**config.mk**
```make
export PLATFORM = sky130hd
export DESIGN_NAME = text_encoding_sniffer_core
export DESIGN_NICKNAME = d
export VERILOG_FILES = /design/src/rtl/tes_pkg.sv /design/src/rtl/text_encoding_sniffer_core.sv
export VERILOG_INCLUDE_DIRS = /design/src /design/src/rtl
export SDC_FILE = /design/constraint.sdc
export NUM_CORES = 1
export LEC_CHECK = 0
export BUFFER_PORTS_ARGS = -buffer_cell sky130_fd_sc_hd__buf_2
export CAP_MARGIN = 30
export CORE_ASPECT_RATIO = 0.75
export CORE_MARGIN = 3
export CORE_UTILIZATION = 40
export CTS_BUF_LIST = sky130_fd_sc_hd__clkbuf_4
export CTS_CLUSTER_SIZE = 16
export DETAILED_ROUTE_END_ITERATION = 10
export GPL_TIMING_DRIVEN = 1
export SLEW_MARGIN = 15
export SYNTH_ARGS = -nofsm -noshare
export SYNTH_HDL_FRONTEND = slang
export SYNTH_SLANG_ARGS = --single-unit
```
**constraint.sdc**
```tcl
create_clock -name i_clk -period 3.19 [get_ports i_clk]
set_input_delay 0.319 -clock i_clk [delete_from_list [all_inputs] [get_ports i_clk]]
set_output_delay 0.319 -clock i_clk [all_outputs]
set_load 0.1 [all_outputs]
```
**src/rtl/text_encoding_sniffer_core_defines.svh**
```systemverilog
// Assertion macros for the text encoding sniffer.
// Included by files that carry concurrent checks; expects i_clk and i_rst_n in scope.
`ifndef TEXT_ENCODING_SNIFFER_CORE_DEFINES_SVH
`define TEXT_ENCODING_SNIFFER_CORE_DEFINES_SVH

// same-cycle implication
`define TES_ASSERT_NOW(label, ante, cons, msg) \
    label: assert property (@(posedge i_clk) disable iff (!i_rst_n) (ante) |-> (cons)) \
        else $error(msg);

// next-cycle implication
`define TES_ASSERT_NEXT(label, ante, cons, msg) \
    label: assert property (@(posedge i_clk) disable iff (!i_rst_n) (ante) |=> (cons)) \
        else $error(msg);

`endif

```
**src/rtl/tes_pkg.sv**
```systemverilog
// Package for the text encoding sniffer: beat types, encoding codes and mark bytes.
// No dependencies.
package tes_pkg;

    typedef enum logic [2:0] {
        ENC_ASCII   = 3'd0,
        ENC_UTF8    = 3'd1,
        ENC_UTF16LE = 3'd2,
        ENC_UTF16BE = 3'd3,
        ENC_UTF32LE = 3'd4,
        ENC_UTF32BE = 3'd5
    } t_enc;

    typedef struct packed {
        logic [7:0] data_byte;
        logic       last;
    } t_in_beat;

    typedef struct packed {
        t_enc       encoding;
        logic [2:0] prefix_length;
    } t_out_beat;

    typedef struct packed {
        logic       hit;
        t_enc       enc;
        logic [2:0] pre;
    } t_hit;

    typedef logic [4:0][7:0] t_win;

    localparam logic [7:0] BYTE_00 = 8'h00;
    localparam logic [7:0] BYTE_FE = 8'hFE;
    localparam logic [7:0] BYTE_FF = 8'hFF;
    localparam logic [7:0] BYTE_EF = 8'hEF;
    localparam logic [7:0] BYTE_BB = 8'hBB;
    localparam logic [7:0] BYTE_BF = 8'hBF;

    localparam logic [2:0] SEEN_MAX = 3'd5;
    localparam logic [2:0] MARK_LEN = 3'd4;
    localparam logic [2:0] PRE_NONE = 3'd0;
    localparam logic [2:0] PRE_BOM2 = 3'd2;
    localparam logic [2:0] PRE_BOM3 = 3'd3;
    localparam logic [2:0] PRE_BOM4 = 3'd4;

endpackage

```
**src/rtl/text_encoding_sniffer_core.sv**
```systemverilog
// Text encoding sniffer: byte-order mark and zero-pattern detection over a byte stream.
// Depends on tes_pkg and text_encoding_sniffer_core_defines.svh.
//
// Usage:
//   Input channel (i_in_valid / o_in_stall / i_in_beat) carries one byte per beat with a
//   last flag marking the final byte of a buffer. Output channel (o_out_valid /
//   i_out_stall / o_out_beat) gives one beat per buffer: the encoding code and the
//   number of mark bytes to skip.
//   Throughput: one byte per cycle unless the output register is full and stalled.
//   Every byte is examined in the cycle it is taken, by shallow compares over a
//   five-byte window held in registers. The result is registered and appears in the
//   output register in the cycle after the last byte is taken.
//   Reset (synchronous, active low) clears the byte count, decision and output valid;
//   the block can take a byte as soon as reset is released.
//   A stalled output holds its beat; the input is stalled only while the output
//   register is full and stalled, otherwise bytes keep flowing.
//   After each last byte the byte count, decision and high-bit flag return to their reset values.
`include "text_encoding_sniffer_core_defines.svh"

module text_encoding_sniffer_core (
    input  logic               i_clk,
    input  logic               i_rst_n,
    input  logic               i_in_valid,
    output logic               o_in_stall,
    input  tes_pkg::t_in_beat  i_in_beat,
    output logic               o_out_valid,
    input  logic               i_out_stall,
    output tes_pkg::t_out_beat o_out_beat
);
    import tes_pkg::*;

    function automatic t_hit make_hit(t_enc enc, logic [2:0] pre);
        t_hit h;
        h.hit = 1'b1;
        h.enc = enc;
        h.pre = pre;
        return h;
    endfunction

    function automatic t_hit mark_match(t_win w, logic [2:0] len);
        t_hit h;
        h = '{hit: 1'b0, enc: ENC_ASCII, pre: PRE_NONE};
        case (len)
            3'd4: begin
                if (w[1] == BYTE_FF && w[2] == BYTE_FE && w[3] == BYTE_00 && w[4] == BYTE_00)
                    h = make_hit(ENC_UTF32LE, PRE_BOM4);
                else if (w[1] == BYTE_00 && w[2] == BYTE_00 && w[3] == BYTE_FE
                         && w[4] == BYTE_FF)
                    h = make_hit(ENC_UTF32BE, PRE_BOM4);
                else if (w[1] == BYTE_FE && w[2] == BYTE_FF)
                    h = make_hit(ENC_UTF16BE, PRE_BOM2);
                else if (w[1] == BYTE_FF && w[2] == BYTE_FE)
                    h = make_hit(ENC_UTF16LE, PRE_BOM2);
                else if (w[1] == BYTE_EF && w[2] == BYTE_BB && w[3] == BYTE_BF)
                    h = make_hit(ENC_UTF8, PRE_BOM3);
            end
            3'd3: begin
                if (w[2] == BYTE_FE && w[3] == BYTE_FF)
                    h = make_hit(ENC_UTF16BE, PRE_BOM2);
                else if (w[2] == BYTE_FF && w[3] == BYTE_FE)
                    h = make_hit(ENC_UTF16LE, PRE_BOM2);
                else if (w[2] == BYTE_EF && w[3] == BYTE_BB && w[4] == BYTE_BF)
                    h = make_hit(ENC_UTF8, PRE_BOM3);
            end
            3'd2: begin
                if (w[3] == BYTE_FE && w[4] == BYTE_FF)
                    h = make_hit(ENC_UTF16BE, PRE_BOM2);
                else if (w[3] == BYTE_FF && w[4] == BYTE_FE)
                    h = make_hit(ENC_UTF16LE, PRE_BOM2);
            end
            default: begin
            end
        endcase
        return h;
    endfunction

    // nz[i] is set when window byte i is non-zero; rem bytes remain from the position
    function automatic t_hit pos_match(logic [4:0] nz, logic [2:0] rem);
        t_hit h;
        h = '{hit: 1'b0, enc: ENC_ASCII, pre: PRE_NONE};
        case (rem)
            3'd5: begin
                if (nz[0] && !nz[1] && !nz[2] && !nz[3] && nz[4])
                    h = make_hit(ENC_UTF32LE, PRE_NONE);
                else if (!nz[0] && !nz[1] && !nz[2] && nz[3] && !nz[4])
                    h = make_hit(ENC_UTF32BE, PRE_NONE);
                else if (nz[0] && !nz[1] && nz[2])
                    h = make_hit(ENC_UTF16LE, PRE_NONE);
                else if (!nz[0] && nz[1] && !nz[2])
                    h = make_hit(ENC_UTF16BE, PRE_NONE);
            end
            3'd4: begin
                if (nz[1] && !nz[2] && !nz[3] && !nz[4])
                    h = make_hit(ENC_UTF32LE, PRE_NONE);
                else if (!nz[1] && !nz[2] && !nz[3] && nz[4])
                    h = make_hit(ENC_UTF32BE, PRE_NONE);
                else if (nz[1] && !nz[2] && nz[3])
                    h = make_hit(ENC_UTF16LE, PRE_NONE);
                else if (!nz[1] && nz[2] && !nz[3])
                    h = make_hit(ENC_UTF16BE, PRE_NONE);
            end
            3'd3: begin
                if (nz[2] && !nz[3] && nz[4])
                    h = make_hit(ENC_UTF16LE, PRE_NONE);
                else if (!nz[2] && nz[3] && !nz[4])
                    h = make_hit(ENC_UTF16BE, PRE_NONE);
            end
            3'd2: begin
                if (nz[3] && !nz[4])
                    h = make_hit(ENC_UTF16LE, PRE_NONE);
                else if (!nz[3] && nz[4])
                    h = make_hit(ENC_UTF16BE, PRE_NONE);
            end
            default: begin
            end
        endcase
        return h;
    endfunction

    t_win       r_window;
    logic [2:0] r_seen;
    logic       r_decided;
    t_enc       r_dec_enc;
    logic [2:0] r_dec_pre;
    logic       r_high;
    logic       r_out_valid;
    t_out_beat  r_out_beat;

    t_win       n_window;
    logic [2:0] n_seen;
    logic       n_decided;
    t_enc       n_dec_enc;
    logic [2:0] n_dec_pre;
    logic       n_high;
    t_out_beat  n_out_beat;

    logic       in_acc;
    logic       out_free;
    logic [4:0] nz;
    t_hit       mk;
    t_hit       p5;
    t_hit       p4;
    t_hit       p3;
    t_hit       p2;
    logic       mark_en;

    assign out_free   = !r_out_valid || !i_out_stall;
    assign o_in_stall = !out_free;
    assign in_acc     = i_in_valid && out_free;

    always_comb begin
        n_window = {i_in_beat.data_byte, r_window[4:1]};
        n_seen   = (r_seen == SEEN_MAX) ? SEEN_MAX : r_seen + 3'd1;
        n_high   = r_high || i_in_beat.data_byte[7];
        for (int i = 0; i < 5; i++) begin
            nz[i] = |n_window[i];
        end
        mk = mark_match(n_window, n_seen);
        p5 = pos_match(nz, 3'd5);
        p4 = pos_match(nz, 3'd4);
        p3 = pos_match(nz, 3'd3);
        p2 = pos_match(nz, 3'd2);
        mark_en = (n_seen == MARK_LEN) || (i_in_beat.last && n_seen < MARK_LEN);

        n_decided = r_decided;
        n_dec_enc = r_dec_enc;
        n_dec_pre = r_dec_pre;
        if (!n_decided && mark_en && mk.hit) begin
            n_decided = 1'b1;
            n_dec_enc = mk.enc;
            n_dec_pre = mk.pre;
        end
        if (!n_decided && n_seen == SEEN_MAX && p5.hit) begin
            n_decided = 1'b1;
            n_dec_enc = p5.enc;
            n_dec_pre = p5.pre;
        end
        if (!n_decided && i_in_beat.last && n_seen >= 3'd4 && p4.hit) begin
            n_decided = 1'b1;
            n_dec_enc = p4.enc;
            n_dec_pre = p4.pre;
        end
        if (!n_decided && i_in_beat.last && n_seen >= 3'd3 && p3.hit) begin
            n_decided = 1'b1;
            n_dec_enc = p3.enc;
            n_dec_pre = p3.pre;
        end
        if (!n_decided && i_in_beat.last && n_seen >= 3'd2 && p2.hit) begin
            n_decided = 1'b1;
            n_dec_enc = p2.enc;
            n_dec_pre = p2.pre;
        end

        if (n_decided) begin
            n_out_beat.encoding      = n_dec_enc;
            n_out_beat.prefix_length = n_dec_pre;
        end else begin
            n_out_beat.encoding      = n_high ? ENC_UTF8 : ENC_ASCII;
            n_out_beat.prefix_length = PRE_NONE;
        end
    end

    always_ff @(posedge i_clk) begin
        if (!i_rst_n) begin
            r_seen      <= '0;
            r_decided   <= 1'b0;
            r_dec_enc   <= ENC_ASCII;
            r_dec_pre   <= PRE_NONE;
            r_high      <= 1'b0;
            r_out_valid <= 1'b0;
        end else begin
            if (in_acc) begin
                if (i_in_beat.last) begin
                    r_seen    <= '0;
                    r_decided <= 1'b0;
                    r_dec_enc <= ENC_ASCII;
                    r_dec_pre <= PRE_NONE;
                    r_high    <= 1'b0;
                end else begin
                    r_seen    <= n_seen;
                    r_decided <= n_decided;
                    r_dec_enc <= n_dec_enc;
                    r_dec_pre <= n_dec_pre;
                    r_high    <= n_high;
                end
            end
            if (out_free) begin
                r_out_valid <= in_acc && i_in_beat.last;
            end
        end
    end

    // window bytes beyond the count are never examined, so no reset
    always_ff @(posedge i_clk) begin
        if (in_acc) begin
            r_window <= n_window;
        end
        if (out_free) begin
            r_out_beat <= n_out_beat;
        end
    end

    assign o_out_valid = r_out_valid;
    assign o_out_beat  = r_out_beat;

    `TES_ASSERT_NEXT(a_last_gives_beat, in_acc && i_in_beat.last,
                     r_out_valid && r_seen == 3'd0 && !r_decided,
                     "last beat did not yield a result and clear state")
    `TES_ASSERT_NOW(a_seen_range, 1'b1, r_seen <= SEEN_MAX,
                    "byte count beyond saturation")
    `TES_ASSERT_NOW(a_decided_not_ascii, r_decided, r_dec_enc != ENC_ASCII,
                    "decision recorded as ascii")
    `TES_ASSERT_NOW(a_prefix_matches_enc,
                    r_out_valid && r_out_beat.prefix_length == PRE_BOM4,
                    r_out_beat.encoding == ENC_UTF32LE || r_out_beat.encoding == ENC_UTF32BE,
                    "four-byte mark on a non-utf32 result")

endmodule

```
Yosys cells after proc, flatten, opt, wreduce, memory -nomap -nowiden:

Cells that the tools add are included.

* bits of input ports: 13
* logic and storage cells: 164
* output and inout port bits: 8
* register bits: 50

* $lt $le $gt $ge: 4
* reductions and logical operators: 82
* muxes and demuxes: 46
* $add $sub $neg: 1
* eq/ne operators: 19

Operators by type and width (number)
* 7-bit two-way mux: 22
* 8-bit == test (second input constant): 14
* 1-bit logical AND: 57
* 3-bit two-way mux: 14
* 8-bit OR reduction: 5
* 8-bit logical NOT: 4
* 7-bit case mux with 3 select lines: 1
* 1-bit logical NOT: 13
* 3-bit == test (second input constant): 3
* 1-bit two-way mux: 8
* 3-bit by 2-bit == test with 1-bit output (second input constant): 2
* 3-bit by 2-bit >= comparator with 1-bit output (second input constant): 2
* 6-bit two-way mux: 1
* 3-bit by 1-bit adder with 3-bit output (second input constant): 1
* 3-bit >= comparator (second input constant): 1
* 1-bit logical OR: 3
* 3-bit less-than comparator (second input constant): 1

Logic depth before layout (Yosys ltp):

Gate-level depths: netlist of run 1.

* depth after elaboration: 31
* mapped depth: 11
* depth with buffers taken out: 11

Worst setup path after synthesis of run 1:

OpenSTA, ideal clock, no wires.

* kind: flip-flop to flip-flop
* start point: register r_window, in the netlist n_window[8]
* end point: register r_out_beat, in the netlist o_out_beat[4] (data pin)
* stages on the path, launching flop included: 10
* data arrival time: 2314 ps
* library setup time: 268 ps
* setup slack: 608 ps
* clock period less this slack: 2582 ps
* cell sequence: edfxtp_1 -> or4_4 -> nor4_4 -> nand4_1 -> and2_4 -> a31oi_4 -> buf_6 -> mux2i_1 -> a211oi_1 -> nor2_1

* cells in the longest elaborated chain, start to end: 31
* elaborated cells between the ends (all ways): 76
* classes of those cells: 3 x eq/ne; 25 x mux; 48 x reduce/logical

RTL lines
* start, declared: line text_encoding_sniffer_core.sv:120 `t_win r_window;`
* start signal, assigned: line text_encoding_sniffer_core.sv:236 `r_window <= n_window;`
* 8-bit == test: line text_encoding_sniffer_core.sv:54 `else if (w[1] == BYTE_EF && w[2] == BYTE_BB && w[3] == BYTE_BF)`
* 1-bit logical AND (2 in a row): line text_encoding_sniffer_core.sv:54
* 7-bit two-way mux: line text_encoding_sniffer_core.sv:54
* 7-bit two-way mux: line text_encoding_sniffer_core.sv:52 `else if (w[1] == BYTE_FF && w[2] == BYTE_FE)`
* 7-bit two-way mux: line text_encoding_sniffer_core.sv:50 `else if (w[1] == BYTE_FE && w[2] == BYTE_FF)`
* 7-bit two-way mux: line text_encoding_sniffer_core.sv:47 `else if (w[1] == BYTE_00 && w[2] == BYTE_00 && w[3] == BYTE_FE`
* 7-bit two-way mux: line text_encoding_sniffer_core.sv:45 `if (w[1] == BYTE_FF && w[2] == BYTE_FE && w[3] == BYTE_00 && w[4] == BYTE_00)`
* 7-bit case mux with 3 select lines: line text_encoding_sniffer_core.sv:43 `case (len)`
* (+10 left out)
* 1-bit two-way mux: line text_encoding_sniffer_core.sv:178 `if (!n_decided && i_in_beat.last && n_seen >= 3'd4 && p4.hit) begin`
* 1-bit logical NOT: line text_encoding_sniffer_core.sv:183 `if (!n_decided && i_in_beat.last && n_seen >= 3'd3 && p3.hit) begin`
* 1-bit logical AND (3 in a row): line text_encoding_sniffer_core.sv:183
* 1-bit two-way mux: line text_encoding_sniffer_core.sv:183
* 1-bit logical NOT: line text_encoding_sniffer_core.sv:188 `if (!n_decided && i_in_beat.last && n_seen >= 3'd2 && p2.hit) begin`
* 1-bit logical AND (3 in a row): line text_encoding_sniffer_core.sv:188
* 3-bit two-way mux / 1-bit two-way mux (equally long branches): line text_encoding_sniffer_core.sv:188
* 6-bit two-way mux (*): line text_encoding_sniffer_core.sv:194 `if (n_decided) begin`
* end signal, assigned: line text_encoding_sniffer_core.sv:239 `r_out_beat <= n_out_beat;`
* end, declared: line text_encoding_sniffer_core.sv:127 `t_out_beat r_out_beat;`

Every way passes the cells marked *; elsewhere a longest branch is shown, timed or not.
A chain may end at the register's enable or synchronous reset.

Final worst setup path of run 1:

* start point: register r_window, in the netlist n_window[20]
* end point: register r_out_beat, in the netlist o_out_beat[4] (data pin)

The elaborated chain is that of the path after synthesis.

==> results of run 1 <==
## Yosys cell counts (7+ instances only)
cell type,n,area share [%]
edfxtp_1,38,40
nand2_1,21,2.8
nor2_1,20,2.6
nor4_1,16,3.5
nand4_1,15,3.3
inv_1,13,1.7
dfxtp_1,12,8.4
or4_1,10,2.6
clkbuf_1,9,1.2
nand3_1,9,1.6
nor3_1,9,1.6
a21oi_1,8,1.4
o21ai_0,8,1.4
nor2b_1,7,1.5
## path summary, 6_finish.rpt
kind	startpoint	end	slack [ns]
max reg2reg	n_window[20]$_DFFE_PP_	o_out_beat[4]$_SDFFCE_PN0N_	0.26
min reg2reg	r_dec_enc[1]$_SDFFE_PN0P_	r_dec_enc[1]$_SDFFE_PN0P_	0.47
min	i_in_beat[6]	n_window[29]$_DFFE_PP_	0.17
max	n_window[20]$_DFFE_PP_	o_out_beat[4]$_SDFFCE_PN0N_	0.26
## kinds of logic (layout without fill, tap and decap cells)
group                      count (synthesis)  after routing  synth area share (%)
adders and majority gates                  2              2                 0.789
xor gates and xnor gates                   2              2                 0.614
and+or+nand+nor                          137            137                  28.8
DFF                                       50             50                  48.4
AOI/OAI and AO/OA                         63             63                  16.7
buffers and inverters                     23             60                  3.29
muxes                                      4              4                  1.45
## worst max-delay path, cell delays in order (launching register included)
cell and delay, ns:
edfxtp_1 0.53, nor4_1 0.51, nand2_1 0.16, a2111oi_1 0.62, nor2_1 0.23, nor4b_1 0.23, a211oi_1 0.36, nor2_1 0.07
## state kept, by name (all words and copies together), names as in the netlist
signal       count
r_high           1
n_window        32
r_dec_pre        3
r_decided        1
r_seen           3
o_out_beat       6
r_dec_enc        3
o_out_valid      1
## cell usage in the layout, fill, tap and decap left out, types with 10 or more instances in the layout
master	n
or4_1	10
nand2_1	21
nand4_1	15
nor2_1	20
nor4_1	16
buf_4	19
dfxtp_1	12
inv_1	13
buf_2	20
edfxtp_1	38
## routing by layer
layer | GRT usage [%] | share of wire (%) | vias up
met2 | 26.4 | 43 | 65
met3 | 3.01 | 5.8 | 6
met1 | 27.9 | 51 | 1156
met4 | 3.98 | 0.77 | 0
li1 | - | - | 1192
met5 | 0 | 0 | -
## power by group through the flow
stage / clock network (mW) / registers, mW / logic [mW]
finish: 0.384 / 0.765 / 0.125
floorplan: 0 / 0.798 / 0.0571
CTS: 0.385 / 0.765 / 0.124
detailed placement: 0 / 0.780 / 0.124
global placement: 0 / 0.779 / 0.123
global route: 0.415 / 0.771 / 0.135
## cell type report
class	count	area, um^2	share of cell area (%)
inverters	13	48.8	1.50
clock buffers	6	45.0	1.38
clock inverters	2	37.5	1.15
flip-flops and latches	50	1380	42.4
repair buffers	39	243	7.45
well taps	98	123	3.76
multi-input cells	208	1380	42.4
==> results.toml, run 1 <==
[clock_tree]
cts.sinks = 50
cts-resized-gates = 0
cts-root-buf = "clkbuf_4"
clk_pin_slew_ns = 0.16
cts_buffers = 5
cts_hold_buf = 0
cts_tree = "built"
cts_setup_buffers = 0
clk_path_buf_depth = 2
htree_levels = 2
clk_latency_ns = 0.37

[pwr]
p_total_mw = 1.27
switchingPower_mw = 0.330
swShare_pct = 25.9
intPower_mw = 0.944
p_leak_nw = 1.10
power_frac_clock_pct = 30.1
seqPwrFrac_pct = 60.1
vdd_drop_max_mv = 0.205
power_frac_comb_pct = 9.8
power.density_nw_per_um2 = 391

[sta]
tightest_slew_ns = 0.598
hold_viol_final = 0
slew_viol_final = 0
setup_tns_ns = 0
rsz0062_at_grt = "no"
finalWorstSetupSlack_ns = 0.263
whs_ns = 0.169
finalWorstPathRequiredPeriod_ns = 2.93
period_share_pct = 91.8
fin_worst_skew_ns = 0.0178
max_clock_freq_mhz = 342
relSlewSlack_pct = 60.0
finalSetupViolCount = 0

[setup_path]
r2r_cells = 7
crit_type = "flip-flop to flip-flop"
critPathLaunchType = "flip-flop"
crit_arrival_ns = 3.08
crit_path_end_kind = "flip-flop"
critPathMaxFanout = 8
required_ns = 3.34

[place]
gp_congestion = 0.866
dp_slack_ns = 0.215
dp_hpwl_mm = 5.41
post_dp_cell_area_um2 = 3150
dp.cells = 405
portBuffers = 20

[logic_synthesis]
syn_inst = 281
synth_area_um2 = 2860
yosys_warnings = 0
synth_ff_type = "edfxtp_1"
synth_cell_types = 63
synth_seq_area_share_pct = 48.4
synth_nets = 295
synth_edf_count = 38
synth_area_per_cell_um2 = 10.2
synth-async-reset-ratio_pct = 0
ys_ff_latch = 50

[die]
initial_core_util_pct = 41.6
die_height_um = 79.2
die-width_um = 104
die-area_um2 = 8200
rows = 26
core_area_um2 = 6860
boundaryPins = 21

[finish]
area_delta_synth_final_pct = 14.1
antennaDiodeCount = 0
stdcell_area_um2 = 3260
finish.utilization_pct = 47.5
layout-drive-gt1-share_pct = 19.5
layout.cells.non_filler = 416
fin_nets = 331
nFillCells = 641

[drt]
first_pass_iters = 4
drc = 0
wl_per_cell_um = 16.8
via_count = 2419
drt_wl_total_mm = 7.00
via_per_inst = 5.81
ant_nets = 0
drt-initial-drc-count = 218

[grt]
grt-ovfl-total = 0
grt.total_usage_pct = 18.1
grt_first_pass_wirelength_mm = 11.9
antenna_found_initial = 0
grt_pass1_vias = 2296
grt_max_degree = 34

[job]
cap_violations = 0

[hold_path]
min_path_type = "input port to flip-flop"
hold_depth = 1

[run_status]
status = "completed"
(Power assumes the default switching activity.)
==> inputs of run 2 (changes only) <==
--- a/config.mk
+++ b/config.mk
@@ -6,7 +6,6 @@
 export SDC_FILE = /design/constraint.sdc
 export NUM_CORES = 1
 export LEC_CHECK = 0
-export BUFFER_PORTS_ARGS = -buffer_cell sky130_fd_sc_hd__buf_2
 export CAP_MARGIN = 30
 export CORE_ASPECT_RATIO = 0.75
 export CORE_MARGIN = 3
@@ -14,6 +13,7 @@
 export CTS_BUF_LIST = sky130_fd_sc_hd__clkbuf_4
 export CTS_CLUSTER_SIZE = 16
 export DETAILED_ROUTE_END_ITERATION = 10
+export DONT_BUFFER_PORTS = 1
 export GPL_TIMING_DRIVEN = 1
 export SLEW_MARGIN = 15
 export SYNTH_ARGS = -nofsm -noshare
==> run 2 against run 1 <==
Combinational power fell by 25%. Die area did not move. First-iteration DRC count fell by 4.1%. Clock power fell by 21%. Largest cell class unchanged. Clock-buffer cell count fell by 1. Global-route usage fell by 0.40 points. Sequential power rose by 2.9%. Non-clock buffer count fell by 10. Total power fell by 7.1%.
==> results.toml, run 2 (same netlist as run 1, synthesis figures left out) <==
[clock_tree]
cts.sinks = 50
cts_tree = "built"
cts-resized-gates = 0
htree_levels = 2
cts_buffers = 5
clk_latency_ns = 0.39
clk_pin_slew_ns = 0.16
cts-root-buf = "clkbuf_4"
clk_path_buf_depth = 2

[grt]
antenna_found_initial = 0
grt.total_usage_pct = 17.7
grt_max_degree = 36
grt_pass1_vias = 2241
grt-ovfl-total = 0
grt_first_pass_wirelength_mm = 11.6

[die]
core_area_um2 = 6860
rows = 26
die-width_um = 104
boundaryPins = 21
initial_core_util_pct = 41.6
die-area_um2 = 8200
die_height_um = 79.2

[setup_path]
crit_type = "flip-flop to flip-flop"
crit_arrival_ns = 3.23
required_ns = 3.43
r2r_cells = 12
critPathLaunchType = "flip-flop"
crit_path_end_kind = "flip-flop"
critPathMaxFanout = 7

[sta]
tightest_slew_ns = 0.906
relSlewSlack_pct = 39.7
fin_worst_skew_ns = 0.0119
whs_ns = 0.0686
finalWorstPathRequiredPeriod_ns = 2.98
finalSetupViolCount = 0
slew_viol_final = 0
period_share_pct = 93.5
setup_tns_ns = 0
hold_viol_final = 0
max_clock_freq_mhz = 335
rsz0062_at_grt = "no"

[finish]
multi_input_area_um2 = 1380
regArea_um2 = 1380
layout.cells.non_filler = 406
largest_reg_flops = 32
final_common_cell = "edfxtp_1"
antennaDiodeCount = 0
area_delta_synth_final_pct = 13.1
final_cell_mix = "38 x edfxtp_1, 21 x nand2_1, 21 x buf_4, 20 x nor2_1, 16 x nor4_1"
stdcell_area_um2 = 3230
nFillCells = 632
fin_nets = 321
layout-drive-gt1-share_pct = 14.3

[pwr]
power.density_nw_per_um2 = 366
p_leak_nw = 1.05
vdd_drop_max_mv = 0.211
p_total_mw = 1.18

[drt]
wl_per_cell_um = 17.7
via_count = 2449
via_per_inst = 6.03
ant_nets = 0
drt_wl_total_mm = 7.20
drc = 0
first_pass_iters = 4
drt-initial-drc-count = 209

[place]
gp_congestion = 0.849
portBuffers = 0
post_dp_cell_area_um2 = 3070
dp_hpwl_mm = 5.36
dp.cells = 387

[job]
cap_violations = 0

[hold_path]
min_path_type = "input port to flip-flop"
hold_depth = 2

[run_status]
status = "completed"
run 2: final cells by class:
cell class / instances / share of cell area [%]
clock buffers: 5 / 1.16
clock inverters: 3 / 0.659
inverters: 13 / 1.51
multi-input cells: 208 / 42.7
flip-flops and latches: 50 / 42.8
well taps: 98 / 3.80
repair buffers: 29 / 7.36
run 2: layer usage:
metal / global-route usage [%] / up-vias / wire length (um)
met1: 27.7 / 1179 / 3780
met4: 5.05 / 0 / 71
met5: 0 / - / 0
li1: - / 1175 / -
met2: 24.4 / 87 / 2870
met3: 3.33 / 8 / 481
run 2: worst paths after layout:
path / startpoint / end / slack (ns)
worst max-delay path: n_window[26]$_DFFE_PP_ / o_out_beat[3]$_DFFE_PN_ / 0.21
worst min-delay path: i_rst_n / r_dec_pre[0]$_SDFFE_PN0P_ / 0.07
worst max register to register: n_window[26]$_DFFE_PP_ / o_out_beat[3]$_DFFE_PN_ / 0.21
worst min register to register: r_dec_pre[2]$_SDFFE_PN0P_ / r_dec_pre[2]$_SDFFE_PN0P_ / 0.47
run 2: power by group:
group	total (mW)	internal [mW]	switching [mW]
sequential	0.787	0.736	0.0503
clock	0.302	0.0862	0.216
combinational	0.0940	0.0344	0.0596
total	1.18	0.857	0.326
run 2: worst max-delay path, cell delays in order, from the launching register on:
cell,delay (ns)
edfxtp_1,0.50
nor4_1,0.41
buf_4,0.20
nand2_1,0.09
inv_1,0.07
ha_1,0.22
nand4b_1,0.34
o22a_1,0.29
o32ai_1,0.15
nand4_1,0.14
o22ai_1,0.23
nor3_1,0.07
a21oi_1,0.13
run 2: repair_timing:
action | 4_1_cts | 5_1_grt
hold endpoints to repair | 0 | 8
buffers inserted | 0 | 3
endpoints found under the setup margin | 0 | 6
hold buffers | 0 | 8
run 2: per-stage QoR:
stage                     utilization (%)  worst slack, ns
after CTS                            45.6            0.180
after floorplan                         -            0.608
after global routing                 47.0           0.0173
after detailed placement             44.7            0.285
final                                47.0            0.206
after global placement               44.7            0.244
==> inputs of run 3 (changes only) <==
--- a/config.mk
+++ b/config.mk
@@ -6,10 +6,9 @@
 export SDC_FILE = /design/constraint.sdc
 export NUM_CORES = 1
 export LEC_CHECK = 0
-export CAP_MARGIN = 30
 export CORE_ASPECT_RATIO = 0.75
 export CORE_MARGIN = 3
-export CORE_UTILIZATION = 40
+export CORE_UTILIZATION = 25
 export CTS_BUF_LIST = sky130_fd_sc_hd__clkbuf_4
 export CTS_CLUSTER_SIZE = 16
 export DETAILED_ROUTE_END_ITERATION = 10
==> run 3 against run 2 <==
Via count shrank 0.16%. Total power is 0.39% lower. Maximum frequency down 3.0%. Clock-buffer cell count is 1 higher. Sequential share of layout area rose by 0.22 points. Sequential cell count stayed put. Critical path depth fell by 3. Combinational power is 7.4% lower. Global-route usage fell by 6.4 points. Register-to-register slack got worse by 0.09 ns. Largest cell class is now multi-input gates. Largest power group unchanged.
==> results.toml, run 3 (same netlist as run 1, synthesis figures left out) <==
[drt]
first_pass_iters = 5
drt-initial-drc-count = 178
via_count = 2445
ant_nets = 0
wl_per_cell_um = 16.7
drt_wl_total_mm = 7.36
drc = 0
via_per_inst = 5.56

[place]
portBuffers = 0
dp_slack_ns = 0.126
gp_congestion = 0.901
dp_hpwl_mm = 5.46
post_dp_cell_area_um2 = 3080
dp.cells = 423

[setup_path]
cp_slowest_stage_delay_ns = 0.54
crit_path_end_kind = "flip-flop"
crit_type = "flip-flop to flip-flop"
r2r_cells = 9
required_ns = 3.43
crit_family = "simple AND/OR/NAND/NOR gates"
crit_arrival_ns = 3.31
critPathLaunchType = "flip-flop"
slowest_stage = "or4_1"
crit_buf_inv = 1
critPathMaxFanout = 5
cp.depth = 9
worstPathCellList = "buf_4 > or4_1 > a211oi_2 > o22ai_1 > a2bb2oi_2 > nand2_1 > nor4b_2 > nor3_1 > a21oi_1"

[pwr]
power_frac_clock_pct = 25.5
power.density_nw_per_um2 = 367
power_frac_comb_pct = 7.4
intPower_mw = 0.862
p_leak_nw = 1.02
vdd_drop_max_mv = 0.195
p_total_mw = 1.18
seqPwrFrac_pct = 67.1
swShare_pct = 26.8
switchingPower_mw = 0.316

[job]
cap_violations = 0

[grt]
top_usage_layer = "met1"
grt_max_degree = 39
grt.total_usage_pct = 11.3
grt-ovfl-total = 0
met3_usage_pct = 2.65
grt_pass1_vias = 2262
use_met1_pct = 17.4
grt_first_pass_wirelength_mm = 11.7
met2_usage_pct = 15.9
antenna_found_initial = 0

[finish]
final_cell_mix = "38 x edfxtp_1, 21 x nand2_1, 21 x buf_4, 20 x nor2_1"
fin_nets = 313
largest_reg_flops = 32
nFillCells = 1116
area_delta_synth_final_pct = 12.5
finish.utilization_pct = 29.1
regArea_um2 = 1380
antennaDiodeCount = 0
final_common_cell = "edfxtp_1"
multi_input_area_um2 = 1390
layout-drive-gt1-share_pct = 15.3
stdcell_area_um2 = 3210
layout.cells.non_filler = 440

[sta]
hold_viol_final = 0
relSlewSlack_pct = 39.6
tightest_slew_ns = 0.908
max_clock_freq_mhz = 325
finalSetupViolCount = 0
setup_tns_ns = 0
slew_viol_final = 0
fin_worst_skew_ns = 0.0105
finalWorstSetupSlack_ns = 0.113
finalWorstPathRequiredPeriod_ns = 3.08
period_share_pct = 96.5
whs_ns = 0.0293

[clock_tree]
htree_levels = 2
cts.sinks = 50
clk_path_buf_depth = 2
clk_latency_ns = 0.37
cts-root-buf = "clkbuf_4"
clk_pin_slew_ns = 0.15
cts_buffers = 5
cts_hold_buf = 0
cts_tree = "built"

[die]
initial_core_util_pct = 25.9
die-area_um2 = 12800
boundaryPins = 21
die_height_um = 98.6
die-width_um = 129
rows = 33
core_area_um2 = 11000

[run_status]
status = "completed"

[hold_path]
min_path_type = "input port to flip-flop"
hold_depth = 0
[run 3: per-layer routing]
| metal | vias up | share of wire [%] |
|---|---|---|
| met5 | - | 0 |
| met2 | 103 | 41 |
| met1 | 1180 | 51 |
| met4 | 0 | 0.64 |
| met3 | 7 | 6.9 |
| li1 | 1155 | - |
[run 3: power by group through the flow]
stage / registers [mW] / logic [mW] / clock network (mW)
2_1_floorplan: 0.798 / 0.0571 / 0
3_3_place_gp: 0.805 / 0.0764 / 0
3_5_place_dp: 0.806 / 0.0777 / 0
4_1_cts: 0.791 / 0.0781 / 0.310
5_1_grt: 0.796 / 0.0945 / 0.340
6_report: 0.791 / 0.0870 / 0.301
[run 3: path summary, 6_finish.rpt]
check	slack, ns	to	start
hold / removal	0.03	n_window[29]$_DFFE_PP_	i_in_beat[6]
hold reg to reg	0.48	r_dec_pre[2]$_SDFFE_PN0P_	r_dec_pre[2]$_SDFFE_PN0P_
setup / recovery	0.11	o_out_beat[3]$_DFFE_PN_	n_window[27]$_DFFE_PP_
setup reg to reg	0.11	o_out_beat[3]$_DFFE_PN_	n_window[27]$_DFFE_PP_
[run 3: worst reg2reg max path: cells and delay by family (launching register included)]
family          cells  cell delay [ns]
compound gates      4             1.00
simple gates        4             1.24
buf+inv             1             0.19
flops               1             0.51
[run 3: timing repair]
| action | in CTS | in global routing |
|---|---|---|
| resized for setup | 0 | 2 |
| setup endpoints to repair | 0 | 8 |
| buffers inserted | 0 | 9 |
[run 3: cell type report]
cell class	instances	share of cell area (%)
Timing Repair Buffer	21	4.91
Inverter	13	1.52
Multi-Input combinational cell	208	43.3
Clock inverter	2	0.428
Clock buffer	6	1.40
Sequential cell	50	43.0
Tap cell	140	5.45
